--- config.mk ---
export PLATFORM = sky130hd
export DESIGN_NAME = airspeed_gain_scaler_core
export DESIGN_NICKNAME = d
export VERILOG_FILES = /design/src/sv/ags_pkg.sv /design/src/sv/ags_ctrl.sv /design/src/sv/ags_dp.sv /design/src/sv/airspeed_gain_scaler_core.sv
export SDC_FILE = /design/constraint.sdc
export NUM_CORES = 2
export LEC_CHECK = 0
export ABC_AREA = 1
export BUFFER_PORTS_ARGS = -buffer_cell sky130_fd_sc_hd__buf_2
export CAP_MARGIN = 20
export CORE_MARGIN = 10
export CORE_UTILIZATION = 50
export CTS_CLUSTER_SIZE = 10
export DETAILED_ROUTE_END_ITERATION = 10
export PLACE_DENSITY = 0.66
export SLEW_MARGIN = 15
export SYNTH_ARGS = -nofsm -noshare
export SYNTH_HDL_FRONTEND = slang
export SYNTH_SLANG_ARGS = --single-unit
--- constraint.sdc ---
create_clock -name clk -period 8.92 [get_ports clk]
set_input_delay 1.784 -clock clk [delete_from_list [all_inputs] [get_ports clk]]
set_output_delay 1.784 -clock clk [all_outputs]
set_load 0.01 [all_outputs]
--- src/sv/ags_pkg.sv ---
// ----------------------------------------------------------------------------
// ags_pkg : airspeed gain scaler shared types and constants
// Register indexes, controller states and the command/status bundles.
// ----------------------------------------------------------------------------
package ags_pkg;

  localparam int MIN_SPEED_FLOOR_DEF = 1280;
  localparam int VTOL_SUPPORT_DEF    = 1;

  localparam logic [2:0] REG_UNITY_SPEED      = 3'd0;
  localparam logic [2:0] REG_MIN_AIRSPEED     = 3'd1;
  localparam logic [2:0] REG_MAX_AIRSPEED     = 3'd2;
  localparam logic [2:0] REG_CRUISE_THROTTLE  = 3'd3;
  localparam logic [2:0] REG_SUPPRESS_TAKEOFF = 3'd4;

  localparam logic [15:0] Q_ONE    = 16'd4096;
  localparam logic [15:0] Q_HALF   = 16'd2048;
  localparam logic [15:0] Q_TWO    = 16'd8192;
  localparam logic [15:0] RAMP_LO  = 16'd4;
  localparam logic [15:0] SQRT_MIN = 16'd2457;
  localparam logic [15:0] SQRT_MAX = 16'd6840;

  // Division unit operand width
  localparam int DW = 32;

  typedef enum logic [3:0] {
    ST_IDLE, ST_DIV_SMIN, ST_DIV_SMAX, ST_DIV_MAIN, ST_DIV_HIGH,
    ST_DIV_RAMP, ST_DIV_THR, ST_SQRT, ST_OUT
  } ags_state_t;

  typedef enum logic [2:0] {
    OP_SMIN, OP_SMAX, OP_MAIN, OP_HIGH, OP_RAMP, OP_THR
  } ags_op_t;

  typedef struct packed {
    logic    load;      // capture item
    logic    start;     // start iterative unit
    ags_op_t op;
    logic    sqrt_sel;  // run square root rather than divide
    logic    capture;   // latch step result
    logic    finish;    // form result
  } ags_cmd_t;

  typedef struct packed {
    logic busy;
    logic valid;
    logic armed;
    logic ramp_on;
  } ags_stat_t;

endpackage

--- src/sv/ags_ctrl.sv ---
// ----------------------------------------------------------------------------
// ags_ctrl : sequencer
// Steps the shared divide / square-root unit through one request.
// ----------------------------------------------------------------------------
module ags_ctrl (
  input  logic               clk,
  input  logic               rst,
  input  logic               in_fire,
  input  logic               out_free,
  input  ags_pkg::ags_stat_t stat,
  output ags_pkg::ags_cmd_t  cmd,
  output logic               idle
);

  ags_pkg::ags_state_t state, state_next;
  logic                started, started_next;

  always_ff @(posedge clk) begin
    if (rst) begin
      state   <= ags_pkg::ST_IDLE;
      started <= 1'b0;
    end else begin
      state   <= state_next;
      started <= started_next;
    end
  end

  always_comb begin
    state_next   = state;
    started_next = started;
    cmd          = '0;
    cmd.op       = ags_pkg::OP_SMIN;
    idle         = 1'b0;
    unique case (state)
      ags_pkg::ST_IDLE: begin
        idle = 1'b1;
        if (in_fire) begin
          cmd.load     = 1'b1;
          started_next = 1'b0;
          state_next   = ags_pkg::ST_DIV_SMIN;
        end
      end
      ags_pkg::ST_OUT: begin
        if (out_free) begin
          cmd.finish = 1'b1;
          state_next = ags_pkg::ST_IDLE;
        end
      end
      default: begin
        unique case (state)
          ags_pkg::ST_DIV_SMIN: cmd.op = ags_pkg::OP_SMIN;
          ags_pkg::ST_DIV_SMAX: cmd.op = ags_pkg::OP_SMAX;
          ags_pkg::ST_DIV_MAIN: cmd.op = ags_pkg::OP_MAIN;
          ags_pkg::ST_DIV_HIGH: cmd.op = ags_pkg::OP_HIGH;
          ags_pkg::ST_DIV_RAMP: cmd.op = ags_pkg::OP_RAMP;
          ags_pkg::ST_DIV_THR:  cmd.op = ags_pkg::OP_THR;
          default:              cmd.op = ags_pkg::OP_THR;
        endcase
        cmd.sqrt_sel = (state == ags_pkg::ST_SQRT);
        if (!started) begin
          cmd.start    = 1'b1;
          started_next = 1'b1;
        end else if (!stat.busy) begin
          cmd.capture  = 1'b1;
          started_next = 1'b0;
          unique case (state)
            ags_pkg::ST_DIV_SMIN: state_next = stat.valid ? ags_pkg::ST_DIV_SMAX
                                                          : (stat.armed ? ags_pkg::ST_DIV_THR
                                                                        : ags_pkg::ST_OUT);
            ags_pkg::ST_DIV_SMAX: state_next = ags_pkg::ST_DIV_MAIN;
            ags_pkg::ST_DIV_MAIN: state_next = stat.ramp_on ? ags_pkg::ST_DIV_HIGH
                                                            : ags_pkg::ST_OUT;
            ags_pkg::ST_DIV_HIGH: state_next = ags_pkg::ST_DIV_RAMP;
            ags_pkg::ST_DIV_THR:  state_next = ags_pkg::ST_SQRT;
            default:              state_next = ags_pkg::ST_OUT;
          endcase
        end
      end
    endcase
  end

endmodule

--- src/sv/ags_dp.sv ---
// ----------------------------------------------------------------------------
// ags_dp : datapath
// Item registers, shared restoring divider / square root, result forming.
// ----------------------------------------------------------------------------
module ags_dp #(
  parameter int MIN_SPEED_FLOOR = ags_pkg::MIN_SPEED_FLOOR_DEF,
  parameter int VTOL_SUPPORT    = ags_pkg::VTOL_SUPPORT_DEF
) (
  input  logic               clk,
  input  logic               rst,
  input  ags_pkg::ags_cmd_t  cmd,
  output ags_pkg::ags_stat_t stat,
  input  logic [14:0]        unity_speed,
  input  logic [14:0]        min_airspeed,
  input  logic [14:0]        max_airspeed,
  input  logic [6:0]         cruise_throttle,
  input  logic               suppress_takeoff,
  input  logic               speed_valid,
  input  logic [15:0]        airspeed,
  input  logic               armed,
  input  logic               vtol_active,
  input  logic signed [7:0]  throttle_cmd,
  input  logic               sensor_in_use,
  input  logic               in_takeoff,
  output logic [15:0]        gain_scale,
  output logic               decay_integrators,
  output logic [15:0]        peak_airspeed
);

  localparam int DW = ags_pkg::DW;
  localparam logic [14:0] FLOOR = 15'(MIN_SPEED_FLOOR);

  logic        r_valid, r_armed, r_vtol, r_sensor, r_takeoff;
  logic [15:0] r_speed;
  logic [6:0]  r_thr;
  logic signed [7:0] r_throttle;
  logic [15:0] peak_speed;
  logic [14:0] amin;
  logic [15:0] smin, smax, scaler, high;
  logic        ramp_on, ramp_neg;
  logic [15:0] ramp_q;

  // iterative unit
  logic [DW-1:0] num, den, quo, rem, sq_r, sq_bit;
  logic [5:0]    cnt;
  logic          busy;
  logic [DW:0]   trial;
  logic [DW-1:0] rem_sh;
  logic [DW-1:0] op_num, op_den;

  assign amin    = (min_airspeed > FLOOR) ? min_airspeed : FLOOR;
  assign ramp_on = (VTOL_SUPPORT != 0) && r_vtol && r_armed && (amin != 15'd0)
                   && ({r_speed, 1'b0} < {2'b0, amin});

  function automatic logic [15:0] sat(input logic [DW-1:0] v);
    sat = (v > DW'(65535)) ? 16'hFFFF : v[15:0];
  endfunction

  always_comb begin
    op_num = '0;
    op_den = DW'(1);
    unique case (cmd.op)
      ags_pkg::OP_SMIN: begin
        op_num = DW'({unity_speed, 11'd0});
        op_den = DW'(max_airspeed);
      end
      ags_pkg::OP_SMAX: begin
        op_num = DW'(unity_speed) * DW'(40960);
        op_den = DW'(amin) * DW'(7);
      end
      ags_pkg::OP_MAIN: begin
        op_num = DW'({unity_speed, 12'd0});
        op_den = DW'(r_speed);
      end
      ags_pkg::OP_HIGH: begin
        op_num = DW'({unity_speed, 13'd0});
        op_den = DW'(amin);
      end
      ags_pkg::OP_RAMP: begin
        op_num = DW'({r_speed, 1'b0}) * DW'(ramp_neg ? (16'd4 - high) : (high - 16'd4));
        op_den = DW'(amin);
      end
      default: begin
        op_num = DW'({r_thr, 24'd0});
        op_den = (r_throttle < 8'sd1) ? DW'(1) : DW'(r_throttle[6:0]);
      end
    endcase
  end

  assign rem_sh = {rem[DW-2:0], num[DW-1]};
  assign trial  = {1'b0, sq_r} + {1'b0, sq_bit};

  always_ff @(posedge clk) begin
    if (rst) begin
      busy       <= 1'b0;
      peak_speed <= '0;
    end else begin
      if (cmd.load && speed_valid && armed && (airspeed > peak_speed))
        peak_speed <= airspeed;
      if (cmd.start) begin
        busy <= 1'b1;
        if (cmd.sqrt_sel) begin
          num    <= quo;
          sq_r   <= '0;
          sq_bit <= DW'(1) << (DW - 2);
          cnt    <= 6'(DW / 2);
        end else begin
          num <= op_num;
          den <= op_den;
          quo <= '0;
          rem <= '0;
          cnt <= 6'(DW);
        end
      end else if (busy) begin
        if (cnt == 6'd1) busy <= 1'b0;
        cnt <= cnt - 6'd1;
        if (cmd.sqrt_sel) begin
          if ({1'b0, num} >= trial) begin
            num  <= num - trial[DW-1:0];
            sq_r <= (sq_r >> 1) + sq_bit;
          end else begin
            sq_r <= sq_r >> 1;
          end
          sq_bit <= sq_bit >> 2;
        end else begin
          num <= {num[DW-2:0], 1'b0};
          if (rem_sh >= den) begin
            rem <= rem_sh - den;
            quo <= {quo[DW-2:0], 1'b1};
          end else begin
            rem <= rem_sh;
            quo <= {quo[DW-2:0], 1'b0};
          end
        end
      end
    end
  end

  // capture item and per-step results
  always_ff @(posedge clk) begin
    if (cmd.load) begin
      r_valid    <= speed_valid;
      r_speed    <= airspeed;
      r_armed    <= armed;
      r_vtol     <= vtol_active;
      r_thr      <= cruise_throttle;
      r_throttle <= throttle_cmd;
      r_sensor   <= sensor_in_use;
      r_takeoff  <= in_takeoff;
      scaler     <= ags_pkg::Q_ONE;
      ramp_q     <= 16'hFFFF;
    end
    if (cmd.capture) begin
      unique case (cmd.op)
        ags_pkg::OP_SMIN: smin <= (max_airspeed == 15'd0) ? ags_pkg::Q_HALF :
                                  ((quo < DW'(2048)) ? quo[15:0] : ags_pkg::Q_HALF);
        ags_pkg::OP_SMAX: smax <= (sat(quo) > ags_pkg::Q_TWO) ? sat(quo) : ags_pkg::Q_TWO;
        ags_pkg::OP_MAIN: scaler <= (r_speed == 16'd0) ? smax : sat(quo);
        ags_pkg::OP_HIGH: begin
          high     <= sat(quo);
          ramp_neg <= sat(quo) < 16'd4;
        end
        ags_pkg::OP_RAMP: ramp_q <= ramp_neg ? (16'd4 - quo[15:0]) : (16'd4 + quo[15:0]);
        default: if (cmd.sqrt_sel) begin
          scaler <= (sq_r < DW'(ags_pkg::SQRT_MIN)) ? ags_pkg::SQRT_MIN :
                    (sq_r > DW'(ags_pkg::SQRT_MAX)) ? ags_pkg::SQRT_MAX : sq_r[15:0];
        end
      endcase
    end
  end

  logic [15:0] s_clamp, s_fin;
  always_comb begin
    s_clamp = scaler;
    if (r_valid) begin
      if (s_clamp < smin) s_clamp = smin;
      if (s_clamp > smax) s_clamp = smax;
      if (ramp_on && ramp_q < s_clamp) s_clamp = ramp_q;
    end
    s_fin = s_clamp;
    if (!r_sensor && suppress_takeoff && r_takeoff && s_fin > ags_pkg::Q_ONE)
      s_fin = ags_pkg::Q_ONE;
  end

  always_ff @(posedge clk) begin
    if (cmd.finish) begin
      gain_scale        <= s_fin;
      decay_integrators <= r_valid && ramp_on;
      peak_airspeed     <= peak_speed;
    end
  end

  assign stat.busy    = busy;
  assign stat.valid   = r_valid;
  assign stat.armed   = r_armed;
  assign stat.ramp_on = ramp_on;

endmodule

--- src/sv/airspeed_gain_scaler_core.sv ---
// ----------------------------------------------------------------------------
// airspeed_gain_scaler_core : control-surface gain scaler
// One request per control tick gives gain scaler, decay flag and peak speed.
// ----------------------------------------------------------------------------
// s_axis carries one request; m_axis returns one result per request.
// cfg_* writes a register by index; the user must do so only while the
// block is idle, as the block itself does not enforce it. A shared radix-2
// restoring divider and a one-bit-a-step square root serve each request,
// with a start and a capture step around each run. Steps per request:
//   no airspeed, not armed   : min divide
//   airspeed valid           : min, max, main; high, ramp at low speed
//   no airspeed, armed       : min divide, throttle divide, square root
// One request is in work at a time; s_axis_tready is high when idle, so a
// new request is taken only once the previous one has been finished.
// The result sits in an output register until taken, while the next
// request is accepted; the sequencer waits if the previous result is
// still held. Reset clears registers to defaults and peak speed to zero.
// ----------------------------------------------------------------------------
module airspeed_gain_scaler_core #(
  parameter int MIN_SPEED_FLOOR = ags_pkg::MIN_SPEED_FLOOR_DEF,
  parameter int VTOL_SUPPORT    = ags_pkg::VTOL_SUPPORT_DEF
) (
  input  logic        clk,
  input  logic        rst,
  input  logic        s_axis_tvalid,
  output logic        s_axis_tready,
  // speed_valid[0] airspeed[16:1] armed[17] vtol_active[18] throttle_cmd[26:19]
  // sensor_in_use[27] in_takeoff[28], zero to 31
  input  logic [31:0] s_axis_tdata,
  output logic        m_axis_tvalid,
  input  logic        m_axis_tready,
  // gain_scale[15:0] decay_integrators[16] peak_airspeed[32:17], zero to 39
  output logic [39:0] m_axis_tdata,
  input  logic        cfg_valid,
  output logic        cfg_ready,
  input  logic [2:0]  cfg_index,
  input  logic [14:0] cfg_data
);

  ags_pkg::ags_cmd_t  cmd;
  ags_pkg::ags_stat_t stat;
  logic        idle, in_fire, out_free;
  logic [14:0] unity_speed, min_airspeed, max_airspeed;
  logic [6:0]  cruise_throttle;
  logic        suppress_takeoff;
  logic [15:0] gain_scale, peak_airspeed;
  logic        decay_integrators;

  assign cfg_ready     = 1'b1;
  assign s_axis_tready = idle;
  assign in_fire       = s_axis_tvalid && idle;
  assign out_free      = !m_axis_tvalid || m_axis_tready;

  always_ff @(posedge clk) begin
    if (rst) begin
      unity_speed      <= 15'd3840;
      min_airspeed     <= 15'd2304;
      max_airspeed     <= 15'd5632;
      cruise_throttle  <= 7'd45;
      suppress_takeoff <= 1'b0;
      m_axis_tvalid    <= 1'b0;
    end else begin
      if (cfg_valid) begin
        unique case (cfg_index)
          ags_pkg::REG_UNITY_SPEED:      unity_speed      <= cfg_data;
          ags_pkg::REG_MIN_AIRSPEED:     min_airspeed     <= cfg_data;
          ags_pkg::REG_MAX_AIRSPEED:     max_airspeed     <= cfg_data;
          ags_pkg::REG_CRUISE_THROTTLE:  cruise_throttle  <= cfg_data[6:0];
          ags_pkg::REG_SUPPRESS_TAKEOFF: suppress_takeoff <= cfg_data[0];
          default: ;
        endcase
      end
      if (cmd.finish) m_axis_tvalid <= 1'b1;
      else if (m_axis_tready) m_axis_tvalid <= 1'b0;
    end
  end

  ags_ctrl u_ctrl (
    .clk(clk), .rst(rst), .in_fire(in_fire), .out_free(out_free),
    .stat(stat), .cmd(cmd), .idle(idle)
  );

  ags_dp #(.MIN_SPEED_FLOOR(MIN_SPEED_FLOOR), .VTOL_SUPPORT(VTOL_SUPPORT)) u_dp (
    .clk(clk), .rst(rst), .cmd(cmd), .stat(stat),
    .unity_speed(unity_speed), .min_airspeed(min_airspeed),
    .max_airspeed(max_airspeed), .cruise_throttle(cruise_throttle),
    .suppress_takeoff(suppress_takeoff),
    .speed_valid(s_axis_tdata[0]), .airspeed(s_axis_tdata[16:1]),
    .armed(s_axis_tdata[17]), .vtol_active(s_axis_tdata[18]),
    .throttle_cmd(s_axis_tdata[26:19]), .sensor_in_use(s_axis_tdata[27]),
    .in_takeoff(s_axis_tdata[28]),
    .gain_scale(gain_scale), .decay_integrators(decay_integrators),
    .peak_airspeed(peak_airspeed)
  );

  assign m_axis_tdata = {7'd0, peak_airspeed, decay_integrators, gain_scale};

endmodule
## Yosys cells after proc, flatten, opt, wreduce, memory -nomap -nowiden

Index checks and enable logic that the tools add are counted.

- Bitwise gates (word level): 4
- Mux-type cells: 77
- Order comparisons: 16
- Add/subtract/negate cells: 9
- Reductions and logical operators: 43
- Equal/unequal tests: 25
- Multiply operators: 3

Operator list:

| cell | number |
|---|---|
| 2-to-1 mux 32 bit | 19 |
| 2-to-1 mux 16 bit | 17 |
| one-hot mux 32 bit (5 select lines) | 1 |
| one-hot mux 32 bit (4 select lines) | 1 |
| 2-to-1 mux 31 bit | 4 |
| less-than comparator 32 x 12 -> 1 bit, second input constant | 2 |
| multiplier 15 x 3 -> 18 bit, second input constant | 2 |
| adder 32 x 32 -> 33 bit | 1 |
| >= comparator 32 x 33 -> 1 bit | 1 |
| adder 31 x 32 -> 32 bit | 1 |
| >= comparator 32 bit | 1 |
| > comparator 16 bit | 2 |
| > comparator 32 x 13 -> 1 bit, second input constant | 1 |
| > comparator 32 x 16 -> 1 bit, second input constant | 1 |
| less-than comparator 16 bit | 2 |
| multiplier 16 x 32 -> 31 bit | 1 |
| one-hot mux 16 bit (2 select lines) | 1 |
| subtractor 32 bit | 1 |
| subtractor 31 bit | 1 |
| 2-to-1 mux 4 bit | 7 |
| 2-to-1 mux 6 bit | 4 |
| one-hot mux 4 bit (5 select lines) | 1 |
| AND reduction 2 bit | 10 |
| less-than comparator 17 x 15 -> 1 bit | 1 |
| 42 further kinds | 94 |

- Output and inout port bits: 43
- Input bits: 55
- Bits in registers: 423

## Logic depth before layout (Yosys ltp)

- Depth after elaboration: 12
- Depth in mapped cells: 48
- Gate-level depth less buffers: 44

## Modules after synthesis

Synthesis repeated with hierarchy kept, for this count alone.

- Cell total of the unflattened synthesis: 4646
- Area total of the unflattened synthesis: 37103.1 um^2

By module, submodules not included:

| module | instances | cells an instance | area each (um^2) | sequential area each (um^2) |
|---|---|---|---|---|
| ags_dp | 1 | 4246 | 34351.7 | 9539.1 |
| airspeed_gain_scaler_core | 1 | 325 | 2302.2 | 1081.0 |
| ags_ctrl | 1 | 75 | 449.2 | 100.1 |

## Least setup slack after synthesis

OpenSTA, ideal clock, no wires.

- Path type: reg-to-reg
- Start: register u_dp.high[0]
- End: register u_dp.num[29] (data pin)
- Stages on the path, launching flop included: 40
- Arrival time: 7.260 ns
- Period minus slack after synthesis: 7.528 ns
- Slack: 1.392 ns
- Setup time: 0.268 ns
- Required time: 8.652 ns
- Path through: edfxtp_1 > clkbuf_1 > inv_1 > ha_1 > a21oi_1 > or2_2 > nor2_1 > a31oi_1 > a21oi_1 > inv_1 > or2_2 > nand2_1 > inv_1 > clkbuf_1 > nand2_1 > fa_1 > fa_1 > fa_1 > [4 not listed] > fa_1 > inv_1 > ha_1 > nand2_1 > inv_1 > a21boi_0 > o21ai_0 > a21oi_1 > o21bai_1 > nand2_1 > o211ai_1 > nand3_1 > nand2_1 > a31o_2 > o21ai_0 > nand3_1 > o211ai_1 > o211ai_1

- Cells in the longest elaborated chain, start to end: 6
- Elaborated cells on any way between the ends: 7
- Classes of those cells: 2 x add/sub; 1 x mul; 4 x mux

Ends and longest elaborated chain:

| what | RTL line | source |
|---|---|---|
| start: declaration | ags_dp.sv:39 | `logic [15:0] smin, smax, scaler, high;` |
| start signal: assignment | ags_dp.sv:160 | `high <= sat(quo);` |
| subtractor 16 x 3 -> 17 bit / subtractor 3 x 16 -> 17 bit (equally long branches) | ags_dp.sv:80 | `op_num = DW'({r_speed, 1'b0}) * DW'(ramp_neg ? (16'd4 - high) : (high - 16'd4));` |
| 2-to-1 mux 32 bit (*) | ags_dp.sv:80 |  |
| multiplier 16 x 32 -> 31 bit (*) | ags_dp.sv:80 |  |
| one-hot mux 32 bit (5 select lines) (*) | ags_dp.sv:62 | `unique case (cmd.op)` |
| 2-to-1 mux 32 bit (*) | ags_dp.sv:102 | `if (cmd.sqrt_sel) begin` |
| 2-to-1 mux 32 bit (*) | ags_dp.sv:100 | `if (cmd.start) begin` |
| end signal: assignment | ags_dp.sv:103 | `num <= quo;` |
| end signal: assignment | ags_dp.sv:108 | `num <= op_num;` |
| end signal: assignment | ags_dp.sv:119 | `num <= num - trial[DW-1:0];` |
| end: declaration | ags_dp.sv:44 | `logic [DW-1:0] num, den, quo, rem, sq_r, sq_bit;` |

Mark *: on every way between the ends. The rest lies on a longest branch, timed or not.
A chain may end at the register's enable or synchronous reset.

## Final worst setup path

Same ends and word-level chain as after synthesis.

==> results.md <==
| Result | Reported | Unit |
|---|---|---|
| Outcome | completed | - |
| Hold Fails Final Rpt | 0 | - |
| Start of the worst register-to-register path | u_dp.high[0] | - |
| Biggest area consumer among synthesized cells | edfxtp_1 | - |
| Quantity of I/O buffers inserted on ports | 86 | - |
| Number of enable-type register cells in the synthesized netlist | 285 | - |
| Number of buffers on the longest clock path | 3 | - |
| Start point of the critical path | u_dp.high[0] | - |
| Number of antenna violations at the first check in global routing | 2 | - |
| Ratio of cells with drive above 1 in the final layout | 6.50 | % |
| Vias in the first global route | 30,000 | - |
| Number of instances in the synthesized netlist | 4,529 | - |
| Number of clock sinks | 393 | - |
| Final-layout worst hold slack | 431 | ps |
| Final setup violation count | 0 | - |
| End of the worst register-to-register path | u_dp.num[29] | - |
| Number of vias per cell after detailed routing | 5.55 | - |
| Achievable clock frequency | 120 | MHz |
| Cell depth of the worst min-delay path | 0 | - |
| Gp weighted congestion | 0.976 | - |
| Largest net degree at the start of global routing | 71 | - |
| Diodes inserted | 0 | - |
| Post-route clock period utilization | 93.7 | % |
| Number of unique standard cell types used by synthesis | 63 | - |
| H-Tree Level Count | 2 | - |
| CTS Hold Bufs | 0 | - |
| Primary flip-flop cell chosen by synthesis mapping | edfxtp_1 | - |
| Warnings from Yosys | 0 | - |
| Layout filler cell count | 6,750 | - |
| Die span in y | 289 | um |
| Detailed-route via count | 31,000 | - |
| Critical path depth | 37 | - |
| Yosys top cell area share | 23.6 | % |
| Area growth syn-to-layout | 8.61 | % |
| Antenna viol nets, final | 0 | - |
| Max-cap viol count | 0 | - |
| Routed wire length | 107,000 | um |
| RSZ-0062 raised after global routing | no | - |
| Clock-pin slew on the worst setup and hold paths | 60 | ps |
| Synth top cells by count | nand2_1, inv_1, nor2_1 | - |
| End of the critical path | u_dp.num[29] | - |
| Critical Path Sink Type | register | - |
| First-iteration detailed-routing DRC count | 3,050 | - |
| Fin Setup TNS | 0 | ps |
| Register-to-register setup slack | 560 | ps |
| Global-route wire length before repair | 167,000 | um |
| Final std cells w/o fill | 5,584 | - |
| Number of buffers inserted during clock tree synthesis | 49 | - |
| Most instantiated library cell after synthesis | nand2_1 | - |
| Category of the critical setup timing path | register to register | - |
| Number of buffers and inverters on the critical path | 7 | - |
| Clock tree skew after final layout | 36.5 | ps |
| I/O pin count | 98 | - |
| Kind of cell with the highest combined delay on the critical path | adder cells | - |
| Detailed-route DRC error count | 0 | - |
| Worst-case setup slack after placement | 342 | ps |
| Number of pins exceeding their max-slew limit in the final report | 0 | - |
| Total Routing Usage GR | 25.5 | % |
| DP HPWL | 84,800 | um |
| Synthesis-stage register bit count | 393 | - |
| Congestion Overflow GR | 0 | - |
| Slack of the critical path | 564 | ps |
| Effective utilization at floorplan | 50.6 | % |
| Startpoint class of the critical path | register | - |
| Clock Tree Root | clkbuf_16 | - |
| R2r worst-path depth | 37 | - |
| Nets@finish | 5,215 | - |
| Placed cell count | 5,492 | - |
| Stage delay of the slowest cell on the critical path | 570 | ps |
| Req. time, crit path | 9250 | ps |
| Die width | 289 | um |
| Total area of sequential cells | 10,700 | sq um |
| Source-to-sink clock delay at the later pin of the worst-skew pair | 600 | ps |
| CP max-delay cell | fa_1 | - |
| TritonCTS clock tree | done | - |
| Cells taking the most area after synthesis | edfxtp_1, fa_1, ha_1, nand2_1, inv_1 | - |
| Final Critical Period | 8360 | ps |
| Hold/Removal Path Class | register to register | - |
| Total Die Area | 83,800 | sq um |
| Routed len/inst | 19.2 | um |
| Slew margin rel. | 30.6 | % |
| First drt pass iteration count | 6 | - |
| Least-Margin Pin Slew | 1040 | ps |
| Data arrival time at the worst-slack endpoint | 8690 | ps |
| Standard cell core area | 71,700 | sq um |
| Critical-path maximum fanout | 6 | - |
| FP Rows | 98 | - |
| Netlist area before placement | 36,300 | sq um |
| Area of the multi-input gates | 22,000 | sq um |
| Average instance area after synthesis | 8.02 | sq um |
| Sequential area share after synthesis | 29.5 | % |
| Fraction of synthesis flops using an asynchronous set or reset pin | 0 | % |
==> cell type report <==
type	count	area share, %
clock buffers	82	3.77
clock inverters	7	0.102
inverters	826	7.88
multi-input cells	3179	55.7
flip-flops and latches	393	27.2
well taps	950	3.01
repair buffers	147	2.30
==> layout by cell type, fill, tap and decap left out, drive strengths merged, types with 3 or more instances in the layout <==
cell,n
o21bai,15
or2,40
a21boi,7
xor2,66
a31oi,19
clkinv,18
a21o,3
ha,284
buf,147
o221ai,28
o22ai,29
nand4,39
nand2,819
xnor2,48
a221oi,18
a22oi,20
nand3b,9
nor4,30
conb,12
nor3,44
a211oi,9
o31ai,13
nor3b,3
fa,280
inv,813
clkbuf,82
nor2,519
o2111ai,10
a21oi,300
a32oi,9
dfxtp,108
edfxtp,285
o21a,9
o21ai,311
o211ai,43
nand3,130
==> sequential cells by signal, indices dropped and copies added, names as in the netlist, 16 cells and up <==
signal              cells
u_dp.gain_scale        16
u_dp.peak_airspeed     16
u_dp.peak_speed        16
u_dp.quo               32
u_dp.sq_bit            16
u_dp.smin              16
u_dp.sq_r              32
u_dp.rem               31
u_dp.high              16
u_dp.num               32
u_dp.smax              16
u_dp.r_speed           16
u_dp.den               18
u_dp.ramp_q            16
u_dp.scaler            16
==> how the worst min path moves through the flow <==
stage	start	endpoint	slack [ps]
floorplan	cruise_throttle[1]	u_dp.r_thr[1]	400
global placement	u_dp.peak_speed[1]	u_dp.peak_airspeed[1]	410
detailed placement	cruise_throttle[0]	u_dp.r_thr[0]	420
CTS	u_dp.peak_speed[7]	u_dp.peak_airspeed[7]	430
global route	u_dp.peak_speed[7]	u_dp.peak_airspeed[7]	440
finish	u_dp.peak_speed[2]	u_dp.peak_airspeed[2]	430
==> worst reg2reg max path, delay by kind of cell (launching register included) <==
kind,cells,cell delay (ps)
fa+ha+maj,8,3720
compound gates,12,1930
simple gates,10,1480
buf+inv,7,580
flops,1,390
==> cell families after synthesis <==
family / count (synthesis) / share of synthesized area [%]
xor+xnor: 114 / 2.75
fa+ha+maj: 564 / 25.2
other cells: 2 / 0.0207
flops: 393 / 29.5
compound gates: 852 / 13.6
simple gates: 1637 / 18.6
buf+inv: 967 / 10.2
==> stage by stage <==
step	area, sq um	utilization [%]
after floorplan	36300	-
after global placement	37800	52.8
after detailed placement	37800	52.8
after CTS	39400	54.9
after global routing	39400	55.0
final	39400	55.0
==> layer usage <==
metal  vias to the layer above  wire length [um]  GRT usage [%]
li1                      14900                 -              -
met1                     14800             46800           35.4
met2                      1095             47600           40.2
met3                       163              9950           5.23
met4                         0              2690           6.49
met5                         -                 0              0
==> what timing repair did <==
item	CTS	global route
endpoints found under the setup margin	0	8
buffers inserted	0	2
gates resized for setup	0	8
Power is left out: the tool's default activity adds up to more than one toggle a clock period on the data nets, which glitch-free logic cannot reach.
